File: config.mk
export PLATFORM = sky130hd
export DESIGN_NAME = first_fit_range_allocator_top_flat
export DESIGN_NICKNAME = d
export VERILOG_FILES = /design/src/sv/ffra_pkg.sv /design/src/sv/ffra_if.sv /design/src/sv/ffra_datapath.sv /design/src/sv/ffra_ctrl.sv /design/src/sv/first_fit_range_allocator_top.sv /design/src/flat_wrapper.sv
export SDC_FILE = /design/constraint.sdc
export NUM_CORES = 2
export LEC_CHECK = 0
export BUFFER_PORTS_ARGS = -buffer_cell sky130_fd_sc_hd__buf_4
export CORE_MARGIN = 8
export CORE_UTILIZATION = 45
export CTS_CLUSTER_DIAMETER = 30
export DETAILED_ROUTE_END_ITERATION = 8
export SLEW_MARGIN = 10
export SYNTH_ARGS = -nofsm -noshare
export SYNTH_HDL_FRONTEND = slang
export SYNTH_HIERARCHICAL = 1
export SYNTH_SLANG_ARGS = --single-unit
File: constraint.sdc
create_clock -name clk -period 11.21 [get_ports clk]
set_input_delay 1.121 -clock clk [delete_from_list [all_inputs] [get_ports clk]]
set_output_delay 1.121 -clock clk [all_outputs]
set_load 0.02 [all_outputs]
File: src/sv/ffra_pkg.sv
// ----------------------------------------------------------------------------
// ffra_pkg: shared types and constants of the first-fit range allocator
// Holds table geometry, field widths, status codes and the small helpers
// that the controller, datapath and top level all use.
// ----------------------------------------------------------------------------
`default_nettype none

package ffra_pkg;

	localparam int MAX_RANGES  = 16;
	localparam int OFFSET_BITS = 24;
	localparam int VAL_W       = OFFSET_BITS + 1;
	localparam int SUM_W       = VAL_W + 1;
	localparam int IDX_W       = $clog2(MAX_RANGES);
	localparam int CNT_W       = $clog2(MAX_RANGES + 1);

	localparam logic [VAL_W-1:0] CAP_RESET = VAL_W'(1) << OFFSET_BITS;

	typedef enum logic [1:0] {
		ST_OK     = 2'd0,
		ST_NOFIT  = 2'd1,
		ST_FULL   = 2'd2,
		ST_UNUSED = 2'd3
	} status_t;

	typedef enum logic {
		FN_ALLOC = 1'b0,
		FN_FREE  = 1'b1
	} func_t;

	// Commands from the controller to the datapath.
	typedef struct packed {
		logic start;   // latch the request and rewind the scan
		logic step;    // move the scan on by one entry
		logic update;  // apply the change and register the result
	} cmd_t;

	// Status from the datapath to the controller.
	typedef struct packed {
		logic more;    // the scan must look at the next entry
	} sts_t;

	// Saturating narrow of a sum of two table values.
	function automatic logic [VAL_W-1:0] sat_val(input logic [SUM_W-1:0] s);
		logic [VAL_W-1:0] r;
		r = s[VAL_W] ? {VAL_W{1'b1}} : s[VAL_W-1:0];
		return r;
	endfunction

	function automatic logic [SUM_W-1:0] ext(input logic [VAL_W-1:0] v);
		logic [SUM_W-1:0] r;
		r = {1'b0, v};
		return r;
	endfunction

endpackage

`default_nettype wire

File: src/sv/ffra_if.sv
// ----------------------------------------------------------------------------
// ffra interfaces: request, response and capacity channels
// Valid/ready channels; a transfer happens when both are high at a clock edge.
// ----------------------------------------------------------------------------
`default_nettype none

interface ffra_req_if;
	logic                             valid;
	logic                             ready;
	logic                             func;
	logic [ffra_pkg::OFFSET_BITS-1:0] range_offset;
	logic [ffra_pkg::VAL_W-1:0]       range_size;

	modport source (output valid, func, range_offset, range_size, input ready);
	modport sink   (input valid, func, range_offset, range_size, output ready);
endinterface

interface ffra_rsp_if;
	logic                       valid;
	logic                       ready;
	logic [1:0]                 status;
	logic [ffra_pkg::VAL_W-1:0] granted_offset;

	modport source (output valid, status, granted_offset, input ready);
	modport sink   (input valid, status, granted_offset, output ready);
endinterface

interface ffra_cfg_if;
	logic                       valid;
	logic                       ready;
	logic [ffra_pkg::VAL_W-1:0] capacity;

	modport source (output valid, capacity, input ready);
	modport sink   (input valid, capacity, output ready);
endinterface

`default_nettype wire

File: src/sv/ffra_datapath.sv
// ----------------------------------------------------------------------------
// ffra_datapath: free range table, scan pointer and update logic
// Keeps the sorted table of free ranges and performs one scan step or one
// table update per cycle under control of the controller.
// ----------------------------------------------------------------------------
`default_nettype none

module ffra_datapath (
	input  wire logic                             clk,
	input  wire logic                             arst_n,
	input  wire ffra_pkg::cmd_t                   cmd,
	output      ffra_pkg::sts_t                   sts,
	input  wire logic                             req_func,
	input  wire logic [ffra_pkg::OFFSET_BITS-1:0] req_offset,
	input  wire logic [ffra_pkg::VAL_W-1:0]       req_size,
	input  wire logic                             cfg_wr,
	input  wire logic [ffra_pkg::VAL_W-1:0]       cfg_capacity,
	output      ffra_pkg::status_t                res_status,
	output      logic [ffra_pkg::VAL_W-1:0]       res_offset
);

	logic [ffra_pkg::VAL_W-1:0] start_q [ffra_pkg::MAX_RANGES];
	logic [ffra_pkg::VAL_W-1:0] len_q   [ffra_pkg::MAX_RANGES];
	logic [ffra_pkg::VAL_W-1:0] start_d [ffra_pkg::MAX_RANGES];
	logic [ffra_pkg::VAL_W-1:0] len_d   [ffra_pkg::MAX_RANGES];
	logic [ffra_pkg::CNT_W-1:0] count_q, count_d;
	logic [ffra_pkg::CNT_W-1:0] idx_q;
	logic [ffra_pkg::SUM_W-1:0] prev_end_q;
	logic [ffra_pkg::VAL_W-1:0] prev_len_q;
	logic                             func_q;
	logic [ffra_pkg::OFFSET_BITS-1:0] off_q;
	logic [ffra_pkg::VAL_W-1:0]       size_q;
	ffra_pkg::status_t                res_status_q;
	logic [ffra_pkg::VAL_W-1:0]       res_offset_q;

	logic [ffra_pkg::IDX_W-1:0] pos;
	logic [ffra_pkg::VAL_W-1:0] cur_start, cur_len;
	logic [ffra_pkg::SUM_W-1:0] off_ext, end_sum;
	logic                       in_range, fits, more;
	logic                       mp, mn, zero_size;
	logic                       wa_en, rm_en, ins_en;
	logic [ffra_pkg::IDX_W-1:0] wa_idx;
	logic [ffra_pkg::VAL_W-1:0] wa_start, wa_len;
	logic [ffra_pkg::VAL_W-1:0] rem_len, merged_len;
	ffra_pkg::status_t          upd_status;
	logic [ffra_pkg::VAL_W-1:0] upd_offset;

	assign pos       = idx_q[ffra_pkg::IDX_W-1:0];
	assign cur_start = start_q[pos];
	assign cur_len   = len_q[pos];
	assign in_range  = idx_q < count_q;
	assign fits      = cur_len >= size_q;
	assign zero_size = size_q == '0;
	assign off_ext   = {{(ffra_pkg::SUM_W - ffra_pkg::OFFSET_BITS){1'b0}}, off_q};
	assign end_sum   = off_ext + ffra_pkg::ext(size_q);
	assign rem_len   = cur_len - size_q;
	assign mp        = (idx_q != '0) && (prev_end_q == off_ext);
	assign mn        = in_range && (end_sum == ffra_pkg::ext(cur_start));
	assign merged_len = ffra_pkg::sat_val(
		ffra_pkg::ext(ffra_pkg::sat_val(ffra_pkg::ext(prev_len_q) + ffra_pkg::ext(size_q)))
		+ ffra_pkg::ext(cur_len));

	always_comb begin
		if (func_q == ffra_pkg::FN_ALLOC) begin
			more = in_range && !fits;
		end else begin
			more = !zero_size && in_range && (ffra_pkg::ext(cur_start) < off_ext);
		end
	end
	assign sts.more = more;

	// Decide the table change and the result of the current request.
	always_comb begin
		wa_en      = 1'b0;
		wa_idx     = pos;
		wa_start   = cur_start;
		wa_len     = cur_len;
		rm_en      = 1'b0;
		ins_en     = 1'b0;
		upd_status = ffra_pkg::ST_OK;
		upd_offset = '0;
		if (func_q == ffra_pkg::FN_ALLOC) begin
			if (!in_range) begin
				upd_status = ffra_pkg::ST_NOFIT;
			end else begin
				upd_offset = cur_start;
				if (rem_len == '0) begin
					rm_en = 1'b1;
				end else begin
					wa_en    = 1'b1;
					wa_len   = rem_len;
					wa_start = ffra_pkg::sat_val(ffra_pkg::ext(cur_start)
						+ ffra_pkg::ext(size_q));
				end
			end
		end else if (!zero_size) begin
			if (mp && mn) begin
				wa_en    = 1'b1;
				wa_idx   = pos - 1'b1;
				wa_start = start_q[pos - 1'b1];
				wa_len   = merged_len;
				rm_en    = 1'b1;
			end else if (mp) begin
				wa_en    = 1'b1;
				wa_idx   = pos - 1'b1;
				wa_start = start_q[pos - 1'b1];
				wa_len   = ffra_pkg::sat_val(ffra_pkg::ext(prev_len_q)
					+ ffra_pkg::ext(size_q));
			end else if (mn) begin
				wa_en    = 1'b1;
				wa_start = off_ext[ffra_pkg::VAL_W-1:0];
				wa_len   = ffra_pkg::sat_val(ffra_pkg::ext(cur_len)
					+ ffra_pkg::ext(size_q));
			end else if (count_q == ffra_pkg::CNT_W'(ffra_pkg::MAX_RANGES)) begin
				upd_status = ffra_pkg::ST_FULL;
			end else begin
				wa_en    = 1'b1;
				wa_start = off_ext[ffra_pkg::VAL_W-1:0];
				wa_len   = size_q;
				ins_en   = 1'b1;
			end
		end
	end

	always_comb begin
		count_d = count_q;
		if (cfg_wr) begin
			count_d = (cfg_capacity != '0) ? ffra_pkg::CNT_W'(1) : '0;
		end else if (cmd.update && rm_en) begin
			count_d = count_q - 1'b1;
		end else if (cmd.update && ins_en) begin
			count_d = count_q + 1'b1;
		end
	end

	// Each entry either keeps its value, takes the write, or shifts by one place.
	for (genvar j = 0; j < ffra_pkg::MAX_RANGES; j++) begin : g_ent
		logic [ffra_pkg::VAL_W-1:0] up_start, up_len, dn_start, dn_len;

		if (j < ffra_pkg::MAX_RANGES - 1) begin : g_up
			assign up_start = start_q[j+1];
			assign up_len   = len_q[j+1];
		end else begin : g_last
			assign up_start = start_q[j];
			assign up_len   = len_q[j];
		end
		if (j > 0) begin : g_dn
			assign dn_start = start_q[j-1];
			assign dn_len   = len_q[j-1];
		end else begin : g_first
			assign dn_start = start_q[j];
			assign dn_len   = len_q[j];
		end

		always_comb begin
			start_d[j] = start_q[j];
			len_d[j]   = len_q[j];
			if (cfg_wr) begin
				if (j == 0) begin
					start_d[j] = '0;
					len_d[j]   = cfg_capacity;
				end
			end else if (cmd.update) begin
				if (wa_en && (ffra_pkg::IDX_W'(j) == wa_idx)) begin
					start_d[j] = wa_start;
					len_d[j]   = wa_len;
				end else if (rm_en && (ffra_pkg::IDX_W'(j) >= pos)) begin
					start_d[j] = up_start;
					len_d[j]   = up_len;
				end else if (ins_en && (ffra_pkg::IDX_W'(j) > pos)) begin
					start_d[j] = dn_start;
					len_d[j]   = dn_len;
				end
			end
		end
	end

	always_ff @(posedge clk or negedge arst_n) begin
		if (!arst_n) begin
			for (int j = 0; j < ffra_pkg::MAX_RANGES; j++) begin
				start_q[j] <= '0;
				len_q[j]   <= (j == 0) ? ffra_pkg::CAP_RESET : '0;
			end
			count_q <= ffra_pkg::CNT_W'(1);
			idx_q   <= '0;
		end else begin
			for (int j = 0; j < ffra_pkg::MAX_RANGES; j++) begin
				start_q[j] <= start_d[j];
				len_q[j]   <= len_d[j];
			end
			count_q <= count_d;
			if (cmd.start) begin
				idx_q <= '0;
			end else if (cmd.step) begin
				idx_q <= idx_q + 1'b1;
			end
		end
	end

	always_ff @(posedge clk) begin
		if (cmd.start) begin
			func_q <= req_func;
			off_q  <= req_offset;
			size_q <= req_size;
		end
		if (cmd.step) begin
			prev_end_q <= ffra_pkg::ext(cur_start) + ffra_pkg::ext(cur_len);
			prev_len_q <= cur_len;
		end
		if (cmd.update) begin
			res_status_q <= upd_status;
			res_offset_q <= upd_offset;
		end
	end

	assign res_status = res_status_q;
	assign res_offset = res_offset_q;

endmodule

`default_nettype wire

File: src/sv/ffra_ctrl.sv
// ----------------------------------------------------------------------------
// ffra_ctrl: request sequencer of the first-fit range allocator
// Takes a request, steps the datapath scan, triggers the update and hands
// the result to the output register.
// ----------------------------------------------------------------------------
`default_nettype none

module ffra_ctrl (
	input  wire logic           clk,
	input  wire logic           arst_n,
	input  wire logic           req_valid,
	output      logic           req_ready,
	input  wire logic           out_free,
	output      logic           out_load,
	output      ffra_pkg::cmd_t cmd,
	input  wire ffra_pkg::sts_t sts
);

	typedef enum logic [2:0] {
		S_IDLE = 3'b001,
		S_SCAN = 3'b010,
		S_DONE = 3'b100
	} state_t;

	state_t state_q, state_d;

	always_comb begin
		state_d    = state_q;
		req_ready  = 1'b0;
		out_load   = 1'b0;
		cmd        = '0;
		case (state_q)
			S_IDLE: begin
				req_ready = 1'b1;
				if (req_valid) begin
					cmd.start = 1'b1;
					state_d   = S_SCAN;
				end
			end
			S_SCAN: begin
				// The last scan cycle also applies the change to the table.
				if (sts.more) begin
					cmd.step = 1'b1;
				end else begin
					cmd.update = 1'b1;
					state_d    = S_DONE;
				end
			end
			S_DONE: begin
				if (out_free) begin
					out_load = 1'b1;
					state_d  = S_IDLE;
				end
			end
			default: begin
				state_d = S_IDLE;
			end
		endcase
	end

	always_ff @(posedge clk or negedge arst_n) begin
		if (!arst_n) begin
			state_q <= S_IDLE;
		end else begin
			state_q <= state_d;
		end
	end

endmodule

`default_nettype wire

File: src/sv/first_fit_range_allocator_top.sv
// ----------------------------------------------------------------------------
// first_fit_range_allocator_top: first-fit range allocator with coalescing
//
//   channel | dir | payload
//   --------+-----+------------------------------------------------
//   req     | in  | func, range_offset, range_size
//   rsp     | out | status, granted_offset
//   cfg     | in  | capacity (reinitialises the free table)
//
// A request is taken in the idle state; the scan then passes over k table
// entries (0 to MAX_RANGES), the update registers the result and the output
// register is loaded. The single table compare port visits one entry per
// cycle. The next request can transfer in the cycle after the result is loaded.
// The result sits in an output register, so the next request is taken while
// it waits. Reset leaves one free range of 2^24 units; no clearing pass is
// needed. A stalled rsp holds the sequencer in its final state until the
// register is free.
// ----------------------------------------------------------------------------
`default_nettype none

module first_fit_range_allocator_top (
	input  wire logic   clk,
	input  wire logic   arst_n,
	ffra_req_if.sink    req,
	ffra_rsp_if.source  rsp,
	ffra_cfg_if.sink    cfg
);

	ffra_pkg::cmd_t             cmd;
	ffra_pkg::sts_t             sts;
	ffra_pkg::status_t          res_status;
	logic [ffra_pkg::VAL_W-1:0] res_offset;
	logic                       out_free, out_load;
	logic                       rsp_valid_q;
	logic [1:0]                 rsp_status_q;
	logic [ffra_pkg::VAL_W-1:0] rsp_offset_q;

	assign cfg.ready = 1'b1;
	assign out_free  = !rsp_valid_q || rsp.ready;

	ffra_ctrl u_ctrl (
		.clk       (clk),
		.arst_n    (arst_n),
		.req_valid (req.valid),
		.req_ready (req.ready),
		.out_free  (out_free),
		.out_load  (out_load),
		.cmd       (cmd),
		.sts       (sts)
	);

	ffra_datapath u_dp (
		.clk          (clk),
		.arst_n       (arst_n),
		.cmd          (cmd),
		.sts          (sts),
		.req_func     (req.func),
		.req_offset   (req.range_offset),
		.req_size     (req.range_size),
		.cfg_wr       (cfg.valid),
		.cfg_capacity (cfg.capacity),
		.res_status   (res_status),
		.res_offset   (res_offset)
	);

	always_ff @(posedge clk or negedge arst_n) begin
		if (!arst_n) begin
			rsp_valid_q <= 1'b0;
		end else if (out_load) begin
			rsp_valid_q <= 1'b1;
		end else if (rsp.ready) begin
			rsp_valid_q <= 1'b0;
		end
	end

	always_ff @(posedge clk) begin
		if (out_load) begin
			rsp_status_q <= res_status;
			rsp_offset_q <= res_offset;
		end
	end

	assign rsp.valid          = rsp_valid_q;
	assign rsp.status         = rsp_status_q;
	assign rsp.granted_offset = rsp_offset_q;

endmodule

`default_nettype wire

File: src/flat_wrapper.sv
// flat-port wrapper written by rule: the top's interface ports become plain ports
module first_fit_range_allocator_top_flat 
  (clk, arst_n, req_valid, req_func, req_range_offset, req_range_size, req_ready, rsp_valid, rsp_status, rsp_granted_offset, rsp_ready, cfg_valid, cfg_capacity, cfg_ready);
  ffra_req_if req_i ();
  ffra_rsp_if rsp_i ();
  ffra_cfg_if cfg_i ();
  input  wire logic clk;
  input  wire logic arst_n;
  input wire logic [$bits(req_i.valid)-1:0] req_valid;
  input wire logic [$bits(req_i.func)-1:0] req_func;
  input wire logic [$bits(req_i.range_offset)-1:0] req_range_offset;
  input wire logic [$bits(req_i.range_size)-1:0] req_range_size;
  output wire logic [$bits(req_i.ready)-1:0] req_ready;
  output wire logic [$bits(rsp_i.valid)-1:0] rsp_valid;
  output wire logic [$bits(rsp_i.status)-1:0] rsp_status;
  output wire logic [$bits(rsp_i.granted_offset)-1:0] rsp_granted_offset;
  input wire logic [$bits(rsp_i.ready)-1:0] rsp_ready;
  input wire logic [$bits(cfg_i.valid)-1:0] cfg_valid;
  input wire logic [$bits(cfg_i.capacity)-1:0] cfg_capacity;
  output wire logic [$bits(cfg_i.ready)-1:0] cfg_ready;
  assign req_i.valid = req_valid;
  assign req_i.func = req_func;
  assign req_i.range_offset = req_range_offset;
  assign req_i.range_size = req_range_size;
  assign req_ready = req_i.ready;
  assign rsp_valid = rsp_i.valid;
  assign rsp_status = rsp_i.status;
  assign rsp_granted_offset = rsp_i.granted_offset;
  assign rsp_i.ready = rsp_ready;
  assign cfg_i.valid = cfg_valid;
  assign cfg_i.capacity = cfg_capacity;
  assign cfg_ready = cfg_i.ready;
  first_fit_range_allocator_top u_core (.clk(clk), .arst_n(arst_n), .req(req_i), .rsp(rsp_i), .cfg(cfg_i));
endmodule
==> results.yml <==
outcome:
  status: "finished clean"
detailed_routing:
  wl_per_cell_um: 34.14
  dr.first_iter.drc_count: 10210
  drc: 0
  drt_first_pass_iters: 9
  ant_nets: 0
  wl_mm: 345.2
  vias_per_cell: 7.071
  vias: 71510
synth:
  synth_nets: 8061
  async_reset_ff_share_pct: 84.00
  synth_ff_type: "dfrtp_1"
  synth_seq_cells: 969
  avgSynthCellArea_sq_um: 9.267
  seq_area_frac_synth_pct: 34.77
  synth_warnings: 6
  syn_inst: 7767
  synth_edf_count: 155
  netlist_area_sq_mm: 0.07198
  yosysUniqueCellTypes: 109
run:
  cap_violations: 0
final_layout:
  num-nets-final: 8105
  layout-drive-gt1-share_pct: 20.64
  design_area_sq_mm: 0.08621
  synthToLayoutAreaGrowth_pct: 19.77
  final_cells: 10110
critical_path:
  reg2reg_slack_ps: 1280
  cp-end-kind: "register"
  crit_arrival_ps: 10760
  rr_startpoint: "u_core/u_dp/idx_q[2]"
  critical_path_buf_inv_count: 2
  crit_required_ps: 12040
  crit_chain: "nand2_2 -> buf_4 -> o221ai_1 -> o22ai_1 -> a21oi_2 -> inv_1 -> fa_1 -> nand2b_1 -> a21boi_0 -> o211ai_1 -> a221oi_1 -> a21oi_1 -> and4b_1 -> nand4_1 -> o21ai_1 -> o211ai_2 -> nand4_1 -> o21ai_4 -> o21ai_0 -> o21ai_1"
  critPathTopFamily: "compound AO/OA/AOI/OAI gates"
  cp_slowest_cell: "o21ai_4"
  cp.depth: 20
  crit_type: "reg2reg"
  reg2reg_to: "u_core/u_dp/g_ent[0].dn_start[21]"
  reg2reg_depth: 20
  startpoint_type: "register"
  critPathMaxFanout: 34
  critPathMaxStageDelay_ps: 1260
clock_tree:
  cts_buffer_depth: 4
  clkTransAtPathRegs_ps: 40
  cts_tree: "built"
  cts_sinks: 969
  postCtsSetupBuffers: 0
  holdBufCountCts: 0
  cts_root_buf: "clkbuf_16"
  h-tree-depth: 5
  ctsResizeCount: 0
  cts_made_buffers: 304
  worstSkewPairLatency_ps: 940
min_path:
  hp-class: "in2async"
timing:
  rsz0062_at_grt: "false"
  fin_crit_ps: 9927
  hold_violations: 0
  fin_crit_sh_pct: 88.55
  slew_headroom_pct: 8.661
  finalClockSkew_ps: 68.07
  whs_ps: 192.0
  tightest_slew_ps: 1358
  setup_viol: 0
  drv_slew: 0
  clock.fmax_ghz: 0.1007
  setup_ws_ps: 1284
  setup_tns_ps: 0
place:
  portBuffers: 108
  pre_cts_ws_ps: 1705
  gp_congestion: 1.034
  dp_hpwl_mm: 246.7
  dp.cells: 9576
  place_area_sq_mm: 0.07566
grt:
  grt_remaining_overflow: 0
  first_global_vias: 68220
  track_usage_pct: 38.40
  grt_antenna_before_repair: 10
  grt_max_degree: 169
  grt_pass1_wl_mm: 498.8
floorplan:
  start_util_pct: 45.40
  dieHeight_um: 415.9
  die_width_um: 415.9
  core_sq_mm: 0.1586
  die-area_sq_mm: 0.1730
  num_rows: 146
  io_pins: 110
power_and_ir_drop:
  power.density_mw_per_mm2: 285.1
  p_leak_uw: 0.03486
  vdd_drop_max_v: 0.0001771
==> report_power, final <==
| group | switching (uW) | leakage [uW] | internal, uW |
|---|---|---|---|
| Combinational | 6440 | 0.0175 | 3630 |
| Clock | 2540 | 0.00515 | 6340 |
| Sequential | 1190 | 0.0123 | 4450 |
| Total | 10200 | 0.0349 | 14400 |
==> synth_stat cells, types with 105 or more instances <==
library cell  count  share of area, %
dfrtp_1         811                28
inv_1           169              0.88
mux2_2          184               2.9
xnor2_1         105               1.3
o22ai_1         172               1.5
edfxtp_1        155               6.5
a221o_1         200               2.8
nor2_1          483               2.5
buf_2           133              0.92
clkbuf_1        454               2.4
mux2i_1         388               5.4
o21ai_0         404               2.8
ha_1            207               3.6
mux4_2          261               8.2
nand3_1         232               1.6
nor3_1          121              0.84
o221ai_1        106               1.3
nand2_1        1119               5.8
a21oi_1         452               3.1
a31oi_1         108              0.94
==> worst register-to-register path, stage by stage (launching register included) <==
cell and delay [ps]:
dfrtp_4 750, nand2_2 460, buf_4 400, o221ai_1 500
o22ai_1 200, a21oi_2 900, inv_1 290, fa_1 500
nand2b_1 190, a21boi_0 510, o211ai_1 290, a221oi_1 740
a21oi_1 190, and4b_1 240, nand4_1 250, o21ai_1 300
o211ai_2 510, nand4_1 920, o21ai_4 1270, o21ai_0 270
o21ai_1 180
==> state kept, by name, summed over array words and instances (netlist names), 24 cells and up <==
name	flops
u_core/u_dp/g_ent.up_len	325
u_core/u_dp/g_ent.up_start	325
u_core/u_dp/g_ent.dn_len	75
u_core/u_dp/g_ent.dn_start	75
u_core/u_dp/prev_end_q	26
u_core/rsp.granted_offset	25
u_core/u_dp/prev_len_q	25
u_core/u_dp/res_offset	25
u_core/u_dp/size_q	25
u_core/u_dp/off_q	24
==> cell families after synthesis <==
family	share of synthesized area, %
AOI/OAI and AO/OA	23.18
DFF	34.77
other	0.005210
and+or+nand+nor	14.95
buffers and inverters	4.737
adders and majority gates	3.793
xor gates and xnor gates	2.107
muxes	16.46
==> cells in the final DEF (no fill, tap or decap), types with 103 or more instances in the layout <==
master and count:
a21oi_1 443, a221o_1 200, buf_4 374, clkbuf_16 311
dfrtp_1 807, edfxtp_1 155, ha_1 206, inv_1 168
mux2_2 184, mux2i_1 388, mux4_2 261, nand2_1 1104
nand3_1 224, nor2_1 466, nor3_1 112, o21ai_0 399
o221ai_1 106, o22ai_1 172, xnor2_1 103
==> stage by stage <==
step,utilization [%],power (uW)
6_report,54.37,24570
5_1_grt,54.36,25370
4_1_cts,54.34,24150
3_5_place_dp,47.72,15220
3_3_place_gp,47.72,15120
2_1_floorplan,-,11260
==> layout make-up <==
type,instances,area [sq um]
flip-flops and latches,969,25040
clock buffers,404,8682
well taps,2072,2592
repair buffers,387,3070
inverters,173,649.4
fillers,14050,72350
diodes,5,12.51
clock inverters,127,1824
multi-input cells,5976,44330
==> worst max path at each step <==
| stage | slack (ps) | end | start |
|---|---|---|---|
| global route | 1040 | u_core/u_dp/g_ent[0].dn_start[21] | u_core/u_dp/idx_q[2] |
| finish | 1280 | u_core/u_dp/g_ent[0].dn_start[21] | u_core/u_dp/idx_q[2] |
| floorplan | 2270 | u_core/u_dp/g_ent[1].up_len[12] | u_core/u_dp/idx_q[0] |
| detailed placement | 1700 | u_core/u_dp/g_ent[0].dn_start[21] | u_core/u_dp/idx_q[2] |
| global placement | 1720 | u_core/u_dp/g_ent[0].dn_start[4] | u_core/u_dp/idx_q[2] |
| CTS | 1690 | u_core/u_dp/g_ent[0].dn_start[21] | u_core/u_dp/idx_q[2] |
==> routing by layer <==
layer | wire [um] | GRT usage, % | part of all wire (%) | vias to the layer above
met3 | 47030 | 14.13 | 14 | 997
met4 | 20140 | 18.44 | 5.8 | 6
met1 | 135100 | 51.22 | 39 | 35690
met2 | 142900 | 55.02 | 41 | 5064
li1 | - | - | - | 29760
met5 | 46 | 0 | 0.013 | -
No activity file was read; power rests on OpenSTA's default activity.
